**src/hw/rtl/pes_pkg.sv**
```systemverilog
package pes_pkg;

  // Width of the tick counter and of every period register.
  localparam int unsigned CountWidth = 16;
  // Number of period registers that exist, independent of the channel count.
  localparam int unsigned PeriodRegs = 4;
  localparam int unsigned ChanIdxWidth = $clog2(PeriodRegs);
  localparam int unsigned ActiveWidth = 3;
  localparam int unsigned BitIdxWidth = $clog2(CountWidth);
  localparam int unsigned CfgIdxWidth = 3;

  typedef logic [CountWidth-1:0] count_t;
  typedef logic [PeriodRegs-1:0] mask_t;
  typedef logic [ActiveWidth-1:0] active_t;
  typedef logic [CfgIdxWidth-1:0] cfg_idx_t;

  // Register indexes on the configuration channel.
  localparam cfg_idx_t CfgActive  = 3'd0;
  localparam cfg_idx_t CfgPeriod0 = 3'd1;
  localparam cfg_idx_t CfgPeriod1 = 3'd2;
  localparam cfg_idx_t CfgPeriod2 = 3'd3;
  localparam cfg_idx_t CfgPeriod3 = 3'd4;

  typedef enum logic [1:0] {
    StIdle,
    StDivide,
    StDone
  } state_e;

endpackage

```
**src/hw/rtl/pes_if.sv**
```systemverilog
interface pes_tick_if;
  logic valid;
  logic ready;
  logic tick;

  modport source (output valid, output tick, input ready);
  modport sink (input valid, input tick, output ready);
endinterface

interface pes_result_if;
  logic                valid;
  logic                ready;
  pes_pkg::count_t     time_now;
  pes_pkg::mask_t      fire_mask;

  modport source (output valid, output time_now, output fire_mask, input ready);
  modport sink (input valid, input time_now, input fire_mask, output ready);
endinterface

interface pes_cfg_if;
  logic                valid;
  logic                ready;
  pes_pkg::cfg_idx_t   index;
  pes_pkg::count_t     data;

  modport source (output valid, output index, output data, input ready);
  modport sink (input valid, input index, input data, output ready);
endinterface

```
**src/hw/rtl/periodic_event_scheduler_unit.sv**
```systemverilog
// An item with tick = 0, or with no live channel, goes straight to the done state; an
// item with tick = 1 first walks the live channels in the divide state. No new item is
// taken until the last leaves the done state, which waits for a free output register.
// The single restoring divider step works one bit of the count per cycle.
// Reset (rst_ni low, asynchronous) clears the counter, the configuration registers,
// the sequencer state and the output valid; the per-item working registers load on accept.
module periodic_event_scheduler_unit #(
  parameter int unsigned CHANNELS = 4
) (
  input  logic clk_i,
  input  logic rst_ni,
  pes_tick_if.sink     tick_i,
  pes_cfg_if.sink      cfg_i,
  pes_result_if.source result_o
);
  import pes_pkg::*;

  // Saturation limit of the active channel count. Only channels that own a
  // period register can ever fire, so the sequencer also stops at PeriodRegs.
  localparam active_t ChanLim = ActiveWidth'(CHANNELS);
  localparam active_t RegLim  = ActiveWidth'(PeriodRegs);

  // Configuration registers. The channel is always ready. Writes must be made only
  // while the block is idle, or they race the sequencer; the block does not enforce it.
  active_t active_q;
  count_t  period_q [PeriodRegs];

  assign cfg_i.ready = 1'b1;

  always_ff @(posedge clk_i or negedge rst_ni) begin
    if (!rst_ni) begin
      active_q <= '0;
      for (int i = 0; i < PeriodRegs; i++) begin
        period_q[i] <= '0;
      end
    end else if (cfg_i.valid) begin
      case (cfg_i.index)
        CfgActive:  active_q    <= cfg_i.data[ActiveWidth-1:0];
        CfgPeriod0: period_q[0] <= cfg_i.data;
        CfgPeriod1: period_q[1] <= cfg_i.data;
        CfgPeriod2: period_q[2] <= cfg_i.data;
        CfgPeriod3: period_q[3] <= cfg_i.data;
        default: ;  // Unknown indexes are ignored.
      endcase
    end
  end

  // Number of channels the sequencer walks for a tick: the active count,
  // saturated at the channel capacity and at the number of period registers.
  active_t live_sat;
  active_t live_cnt;
  always_comb begin
    live_sat = (active_q > ChanLim) ? ChanLim : active_q;
    live_cnt = (live_sat > RegLim) ? RegLim : live_sat;
  end

  // Sequencer state and datapath registers.
  state_e                   state_q, state_d;
  count_t                   count_q;
  active_t                  n_live_q;
  logic [ChanIdxWidth-1:0]  ch_q;
  logic [BitIdxWidth-1:0]   bit_q;
  count_t                   rem_q;
  mask_t                    mask_q;

  logic    out_valid_q;
  count_t  out_time_q;
  mask_t   out_mask_q;

  // Shared divider step. The remainder of count / period is built MSB first:
  // shift in the next count bit, subtract the period when it fits. After all
  // 16 bits rem holds count % period. A zero period is masked off below.
  count_t             per_sel;
  logic [CountWidth:0] rem_shift;
  logic                rem_fits;
  logic [CountWidth:0] rem_sub;
  count_t              rem_next;

  always_comb begin
    per_sel   = period_q[ch_q];
    rem_shift = {rem_q, count_q[bit_q]};
    rem_fits  = rem_shift >= {1'b0, per_sel};
    rem_sub   = rem_shift - {1'b0, per_sel};
    rem_next  = rem_fits ? rem_sub[CountWidth-1:0] : rem_shift[CountWidth-1:0];
  end

  logic in_acc;
  logic last_bit;
  logic last_ch;
  logic out_free;
  logic start_div;
  logic finish;

  assign in_acc   = tick_i.valid && tick_i.ready;
  assign last_bit = (bit_q == '0);
  assign last_ch  = ({1'b0, ch_q} == (n_live_q - active_t'(1)));
  assign out_free = !out_valid_q || result_o.ready;
  assign start_div = tick_i.tick && (live_cnt != '0);

  // Next state and handshake outputs.
  always_comb begin
    state_d      = state_q;
    tick_i.ready = 1'b0;
    finish       = 1'b0;
    case (state_q)
      StIdle: begin
        tick_i.ready = 1'b1;
        if (tick_i.valid) begin
          state_d = start_div ? StDivide : StDone;
        end
      end
      StDivide: begin
        if (last_bit && last_ch) begin
          state_d = StDone;
        end
      end
      StDone: begin
        // Hand the result to the output register once it is free.
        if (out_free) begin
          finish  = 1'b1;
          state_d = StIdle;
        end
      end
      default: state_d = StIdle;
    endcase
  end

  always_ff @(posedge clk_i or negedge rst_ni) begin
    if (!rst_ni) begin
      state_q <= StIdle;
      count_q <= '0;
    end else begin
      state_q <= state_d;
      if (in_acc && tick_i.tick) begin
        count_q <= count_q + count_t'(1);
      end
    end
  end

  // Per-item working registers.
  always_ff @(posedge clk_i) begin
    if (in_acc) begin
      n_live_q <= live_cnt;
      ch_q     <= '0;
      bit_q    <= BitIdxWidth'(CountWidth - 1);
      rem_q    <= '0;
      mask_q   <= '0;
    end else if (state_q == StDivide) begin
      if (last_bit) begin
        mask_q[ch_q] <= (rem_next == '0) && (per_sel != '0);
        rem_q        <= '0;
        bit_q        <= BitIdxWidth'(CountWidth - 1);
        ch_q         <= ch_q + ChanIdxWidth'(1);
      end else begin
        rem_q <= rem_next;
        bit_q <= bit_q - BitIdxWidth'(1);
      end
    end
  end

  // Output register: it holds a finished item until the sink takes it, so
  // the next tick can already be accepted and worked on.
  always_ff @(posedge clk_i or negedge rst_ni) begin
    if (!rst_ni) begin
      out_valid_q <= 1'b0;
    end else if (finish) begin
      out_valid_q <= 1'b1;
    end else if (result_o.ready) begin
      out_valid_q <= 1'b0;
    end
  end

  always_ff @(posedge clk_i) begin
    if (finish) begin
      out_time_q <= count_q;
      out_mask_q <= mask_q;
    end
  end

  assign result_o.valid     = out_valid_q;
  assign result_o.time_now  = out_time_q;
  assign result_o.fire_mask = out_mask_q;

`ifndef SYNTHESIS
  // An item without a tick must not move the counter.
  assert property (@(posedge clk_i) disable iff (!rst_ni)
    (in_acc && !tick_i.tick) |=> $stable(count_q))
    else $error("counter moved on an item without tick");

  // The partial remainder is always reduced below a nonzero period.
  assert property (@(posedge clk_i) disable iff (!rst_ni)
    (state_q == StDivide && per_sel != '0) |-> (rem_q < per_sel))
    else $error("divider remainder not reduced");

  // The sequencer never walks past the live channels.
  assert property (@(posedge clk_i) disable iff (!rst_ni)
    (state_q == StDivide) |-> ({1'b0, ch_q} < n_live_q))
    else $error("channel index beyond live count");

  // Leaving the done state always presents a result on the next cycle.
  assert property (@(posedge clk_i) disable iff (!rst_ni)
    finish |=> result_o.valid)
    else $error("finished item not presented");
`endif

endmodule

```
**src/flat_wrapper.sv**
```systemverilog
// flat-port wrapper written by rule: the top's interface ports become plain ports
module periodic_event_scheduler_unit_flat import pes_pkg::*;
#(
  parameter int unsigned CHANNELS = 4
)
  (clk_i, rst_ni, tick_i_valid, tick_i_tick, tick_i_ready, cfg_i_valid, cfg_i_index, cfg_i_data, cfg_i_ready, result_o_valid, result_o_time_now, result_o_fire_mask, result_o_ready);
  pes_tick_if tick_i_i ();
  pes_cfg_if cfg_i_i ();
  pes_result_if result_o_i ();
  input  logic clk_i;
  input  logic rst_ni;
  input wire logic [$bits(tick_i_i.valid)-1:0] tick_i_valid;
  input wire logic [$bits(tick_i_i.tick)-1:0] tick_i_tick;
  output wire logic [$bits(tick_i_i.ready)-1:0] tick_i_ready;
  input wire logic [$bits(cfg_i_i.valid)-1:0] cfg_i_valid;
  input wire logic [$bits(cfg_i_i.index)-1:0] cfg_i_index;
  input wire logic [$bits(cfg_i_i.data)-1:0] cfg_i_data;
  output wire logic [$bits(cfg_i_i.ready)-1:0] cfg_i_ready;
  output wire logic [$bits(result_o_i.valid)-1:0] result_o_valid;
  output wire logic [$bits(result_o_i.time_now)-1:0] result_o_time_now;
  output wire logic [$bits(result_o_i.fire_mask)-1:0] result_o_fire_mask;
  input wire logic [$bits(result_o_i.ready)-1:0] result_o_ready;
  assign tick_i_i.valid = tick_i_valid;
  assign tick_i_i.tick = tick_i_tick;
  assign tick_i_ready = tick_i_i.ready;
  assign cfg_i_i.valid = cfg_i_valid;
  assign cfg_i_i.index = cfg_i_index;
  assign cfg_i_i.data = cfg_i_data;
  assign cfg_i_ready = cfg_i_i.ready;
  assign result_o_valid = result_o_i.valid;
  assign result_o_time_now = result_o_i.time_now;
  assign result_o_fire_mask = result_o_i.fire_mask;
  assign result_o_i.ready = result_o_ready;
  periodic_event_scheduler_unit #(.CHANNELS(CHANNELS)) u_core (.clk_i(clk_i), .rst_ni(rst_ni), .tick_i(tick_i_i), .cfg_i(cfg_i_i), .result_o(result_o_i));
endmodule
```
**config.mk**
```make
export PLATFORM = sky130hd
export DESIGN_NAME = periodic_event_scheduler_unit_flat
export DESIGN_NICKNAME = d
export VERILOG_FILES = /design/src/hw/rtl/pes_pkg.sv /design/src/hw/rtl/pes_if.sv /design/src/hw/rtl/periodic_event_scheduler_unit.sv /design/src/flat_wrapper.sv
export SDC_FILE = /design/constraint.sdc
export NUM_CORES = 1
export LEC_CHECK = 0
export BUFFER_PORTS_ARGS = -buffer_cell sky130_fd_sc_hd__buf_4
export CAP_MARGIN = 0
export CORE_UTILIZATION = 35
export CTS_CLUSTER_DIAMETER = 80
export CTS_CLUSTER_SIZE = 20
export DETAILED_ROUTE_END_ITERATION = 6
export PLACE_DENSITY = 0.63
export SLEW_MARGIN = 10
export SYNTH_ARGS = -nofsm -noshare
export SYNTH_HDL_FRONTEND = slang
export SYNTH_SLANG_ARGS = --single-unit
```
**constraint.sdc**
```tcl
create_clock -name clk_i -period 10.9 [get_ports clk_i]
set_clock_uncertainty 0.2 [all_clocks]
set_input_delay 1.09 -clock clk_i [delete_from_list [all_inputs] [get_ports clk_i]]
set_output_delay 1.09 -clock clk_i [all_outputs]
set_load 0.05 [all_outputs]
```
# Word-level counts from Yosys, hierarchy flattened
# Index checks and enable logic that the tools add are counted.
[op_classes]
add_sub_neg = 5
bitwise = 1
reduce_logical = 22
muxes = 23
n_lt_le_gt_ge = 7
n_eq_ne = 10
[op_table]
columns = ["op", "n"]
rows = [
  ["$mux 16", 4],
  ["$bmux 16 s2", 1],
  ["$ge 17x16->1", 1],
  ["$add 16x1->16 const B", 1],
  ["$logic_not 16->1", 1],
  ["$reduce_bool 16->1", 1],
  ["$sub 16x16->16", 1],
  ["$reduce_and 2->1", 6],
  ["$mux 2", 4],
  ["$mux 1", 7],
  ["$eq 3x2->1 const B", 2],
  ["$gt 3x3->1 const B", 2],
  ["$logic_and 1x1->1", 6],
  ["$mux 3", 2],
  ["$pmux 2 s3", 1],
  ["$lt 4x5->1 const B", 1],
  ["$bmux 1 s4", 1],
  ["$bwmux 4", 1],
  ["$logic_not 4->1", 1],
  ["$mux 4", 1],
  ["$ne 2x1->1 const B", 2],
  ["$sub 4x1->4 const B", 1],
  ["$eq 2x3->1", 1],
  ["$eq 3x1->1 const B", 1],
  ["other kinds (18)", 18],
]
[word_totals]
output_inout_bits = 23
regBits = 135
word_cells = 83
input_bits = 25

# Logic depth before layout (Yosys ltp)
[depth]
depth_word = 9
ltp_mapped = 16

# Worst setup path before layout
# Ideal clock, no wire load.
[synth_path]
path_type = "register -> register"
from = "reg u_core.bit_q[0]"
to = "reg u_core.mask_q[0]"
setup_ns = 0.070
n_path_buf = 1
path_slack_ns = 6.821
arrival_ns = 3.809
stages_incl_launch_ff = 16
synth_period_minus_slack_ns = 4.079
path_cell_list = "dfxtp_1 -> clkbuf_1 -> mux4_2 -> mux2_2 -> o21ai_1 -> ha_1 -> inv_1 -> fa_1 -> nand3_1 -> a21oi_1 -> or4_1 -> a22oi_1 -> nand4_1 -> o41ai_2 -> o2111ai_1 -> o21ai_1"
[synth_via]
elab_chain_cells = 7
elab_cells_between_ends = 10
[synth_rtl]
columns = ["item", "line_no", "rtl"]
rows = [
  ["from (decl)", "periodic_event_scheduler_unit.sv:62", "logic [BitIdxWidth-1:0] bit_q;"],
  ["from (signal assigned)", "periodic_event_scheduler_unit.sv:145", "bit_q <= BitIdxWidth'(CountWidth - 1);"],
  ["from (signal assigned)", "periodic_event_scheduler_unit.sv:152", "bit_q <= BitIdxWidth'(CountWidth - 1);"],
  ["from (signal assigned)", "periodic_event_scheduler_unit.sv:156", "bit_q <= bit_q - BitIdxWidth'(1);"],
  ["$bmux 1 s4", "periodic_event_scheduler_unit.sv:81", "rem_shift = {rem_q, count_q[bit_q]};"],
  ["$mux 1 (implied by the code)", "periodic_event_scheduler_unit.sv:81", ""],
  ["$sub 16x16->16 / $ge 17x16->1 (equally long branches)", "periodic_event_scheduler_unit.sv:83, periodic_event_scheduler_unit.sv:82", ""],
  ["$mux 16", "periodic_event_scheduler_unit.sv:84", "rem_next = rem_fits ? rem_sub[CountWidth-1:0] : rem_shift[CountWidth-1:0];"],
  ["$logic_not 16->1", "periodic_event_scheduler_unit.sv:150", "mask_q[ch_q] <= (rem_next == '0) && (per_sel != '0);"],
  ["$logic_and 1x1->1", "periodic_event_scheduler_unit.sv:150", ""],
  ["$bwmux 4", "periodic_event_scheduler_unit.sv:150", ""],
  ["to (signal, indexed assignment)", "periodic_event_scheduler_unit.sv:150", ""],
  ["to (decl)", "periodic_event_scheduler_unit.sv:64", "mask_t mask_q;"],
]
# Several ways; a longest one is shown, not always the timed one. The select of a mux whose other input is x is not followed.
# A chain may end at the register's enable or synchronous reset.

# Final worst setup path
[layout_path]
from = "reg u_core.bit_q[0]"
to = "reg u_core.mask_q[1]"
# Same word-level chain as after synthesis.

==> reports/metrics.cfg <==
[cells_and_area]
final_nets=684
layout_common_cells=86 x dfrtp_1, 75 x mux2_2, 50 x buf_4
design_area_mm2=0.008167
final_common_cell=dfrtp_1
area_delta_synth_final_pct=17.65
layout.cells.non_filler=912
diodes=0
layout-drive-gt1-share_pct=29.06
final_util_pct=41.96

[drt]
vias=4796
drc=0
drtIter0Drc=304
viasPerCell=5.259
wirelength_mm=15.69
wl_per_cell_um=17.20
antenna_left=0
firstDrtPassIters=4

[min_path]
hold_class=register to register

[timing]
slew_headroom_pct=23.26
rsz0062_at_grt=false
whs_ps=240.4
slew_violations=0
worstMarginPinSlew_ps=1150
post-route-min-period_ps=4579
setup_tns_ps=0
period_share_pct=42.01
setup_slack_ps=6321
finalSetupViolCount=0
max_clock_freq_mhz=218.4
hold_viol=0

[power_and_ir_drop]
powerDensity_mw_per_mm2=251.2
p_leak_nw=3.450
total_power_mw=2.051
peakVddDrop_v=0.0001277

[synthesis]
ys_types=63
synth_area_mm2=0.006942
syn_avg_cell_area_um2=11.71
synth_warnings=0
synthCells=593
synth_nets=643
ys_seq_area_share_pct=48.45
ys_ff_latch=135
async_flop_share_pct=63.70
synth_flop_cell=dfrtp_1
synth-edff-count=23

[floorplanning]
ios=48
rows=51
die_w_um=142.8
core_area_mm2=0.01946
start_util_pct=35.67
die_area_mm2=0.02040
die_h_um=142.8

[clock_tree]
cts_tree=yes
cts_made_buffers=17
numClockSinks=135
cts-root-buf=clkbuf_16
cts.path.max_buffers=2
clk_latency_ps=430
cts_resized=0
path_clk_slew_ps=70
htree_levels=4
postCtsSetupBuffers=0
hold_buffers=0

[status]
status=finished clean

[placed_design]
portBuffers=46
gp_congestion=0.8631
placed_area_mm2=0.007532
placed_cells=880
dp_slack_ps=6332
dpl.hpwl_mm=11.11

[grt]
track_usage_pct=16.61
grt_pass1_vias=4937
gr-total-overflow=0
grt_max_degree=87
antenna_found_initial=0
grt_pass1_wl_mm=25.99

[flow_run]
drv_cap=0

[worst_setup_path]
cp-end-kind=register
cp_max_fo=8
critPathKind=register to register
worst_ep_required_time_ps=11040
cp.arrival_ps=4720
cp-start-kind=register

[metal layers]
layer | share of wire [%] | track usage, % | vias to the layer above
li1 | - | - | 2272
met3 | 3.5 | 3.555 | 23
met2 | 48 | 26.42 | 108
met4 | 2.2 | 7.187 | 0
met5 | 0 | 0 | -
met1 | 46 | 21.82 | 2393
[report_power, final]
part           switching (mW)  internal, mW
Sequential             0.0824         0.631
Combinational           0.435         0.289
Clock                   0.242         0.371
Total                   0.760          1.29
[cell families (layout without fill, tap and decap cells)]
kind of cell / Yosys count / count (layout) / synth area share, %
adders and majority gates: 25 / 25 / 4.614
other: 1 / 1 / 0.05402
AOI/OAI and AO/OA: 92 / 92 / 9.409
xor gates and xnor gates: 27 / 27 / 3.407
DFF: 135 / 135 / 48.45
muxes: 98 / 98 / 19.09
and+or+nand+nor: 157 / 157 / 11.54
buffers and inverters: 58 / 112 / 3.442
[area by class of cell]
type                            count  area, um^2
Clock buffer                       17       425.4
Fill cell                        1816       11300
Inverter                           30       112.6
Clock inverter                     15       209.0
Timing Repair Buffer               50       375.4
Tap cell                          265       331.6
Sequential cell                   135        3363
Multi-Input combinational cell    400        3349
[Yosys cell counts, types with 10 or more instances]
cell type | number | area (um^2)
inv_1 | 29 | 108.9
nand3_1 | 14 | 70.07
nand2_1 | 34 | 127.6
nor3_1 | 10 | 50.05
clkbuf_1 | 20 | 75.07
mux2_2 | 75 | 844.6
mux4_2 | 20 | 450.4
nor2_1 | 38 | 142.6
a21oi_1 | 13 | 65.06
dfxtp_1 | 26 | 520.5
xor2_1 | 10 | 87.58
ha_1 | 24 | 300.3
xnor2_1 | 17 | 148.9
o21ai_0 | 13 | 65.06
a22oi_1 | 15 | 112.6
edfxtp_1 | 23 | 690.7
dfrtp_1 | 86 | 2152
[worst paths after layout]
path	from	end	slack (ps)	cells past startpoint
min reg2reg	u_core.mask_q[0]	u_core.result_o.fire_mask[0]	240	0
max in group asynchronous	rst_ni	u_core.period_q[44]	9130	1
max	u_core.bit_q[0]	u_core.mask_q[1]	6320	14
max reg2reg	u_core.bit_q[0]	u_core.mask_q[1]	6320	14
min	u_core.mask_q[0]	u_core.result_o.fire_mask[0]	240	0
min in group asynchronous	rst_ni	u_core.active_q[2]	670	1
[critical path, stage by stage (launching register included)]
cell and delay [ps]:
dfxtp_1 550, mux4_2 570, mux2_2 280, o21ai_1 340, ha_1 230, inv_1 50, fa_1 390, nand3_1 160
a21oi_1 130, or4_1 480, a22oi_1 210, nand4_1 170, o41ai_2 300, o2111ai_1 240, o21ai_1 190
[flip-flops by register name, summed over array words and instances, names as in the netlist]
| name | flops |
|---|---|
| u_core.bit_q | 4 |
| u_core.result_o.fire_mask | 4 |
| u_core.n_live_q | 3 |
| u_core.mask_q | 4 |
| u_core.ch_q | 2 |
| u_core.count_q | 16 |
| u_core.period_q | 64 |
| u_core.state_q | 2 |
| u_core.active_q | 3 |
| u_core.result_o.time_now | 16 |
| u_core.rem_q | 16 |
| u_core.result_o.valid | 1 |
Note: power is estimated with default switching activity, not from simulation.
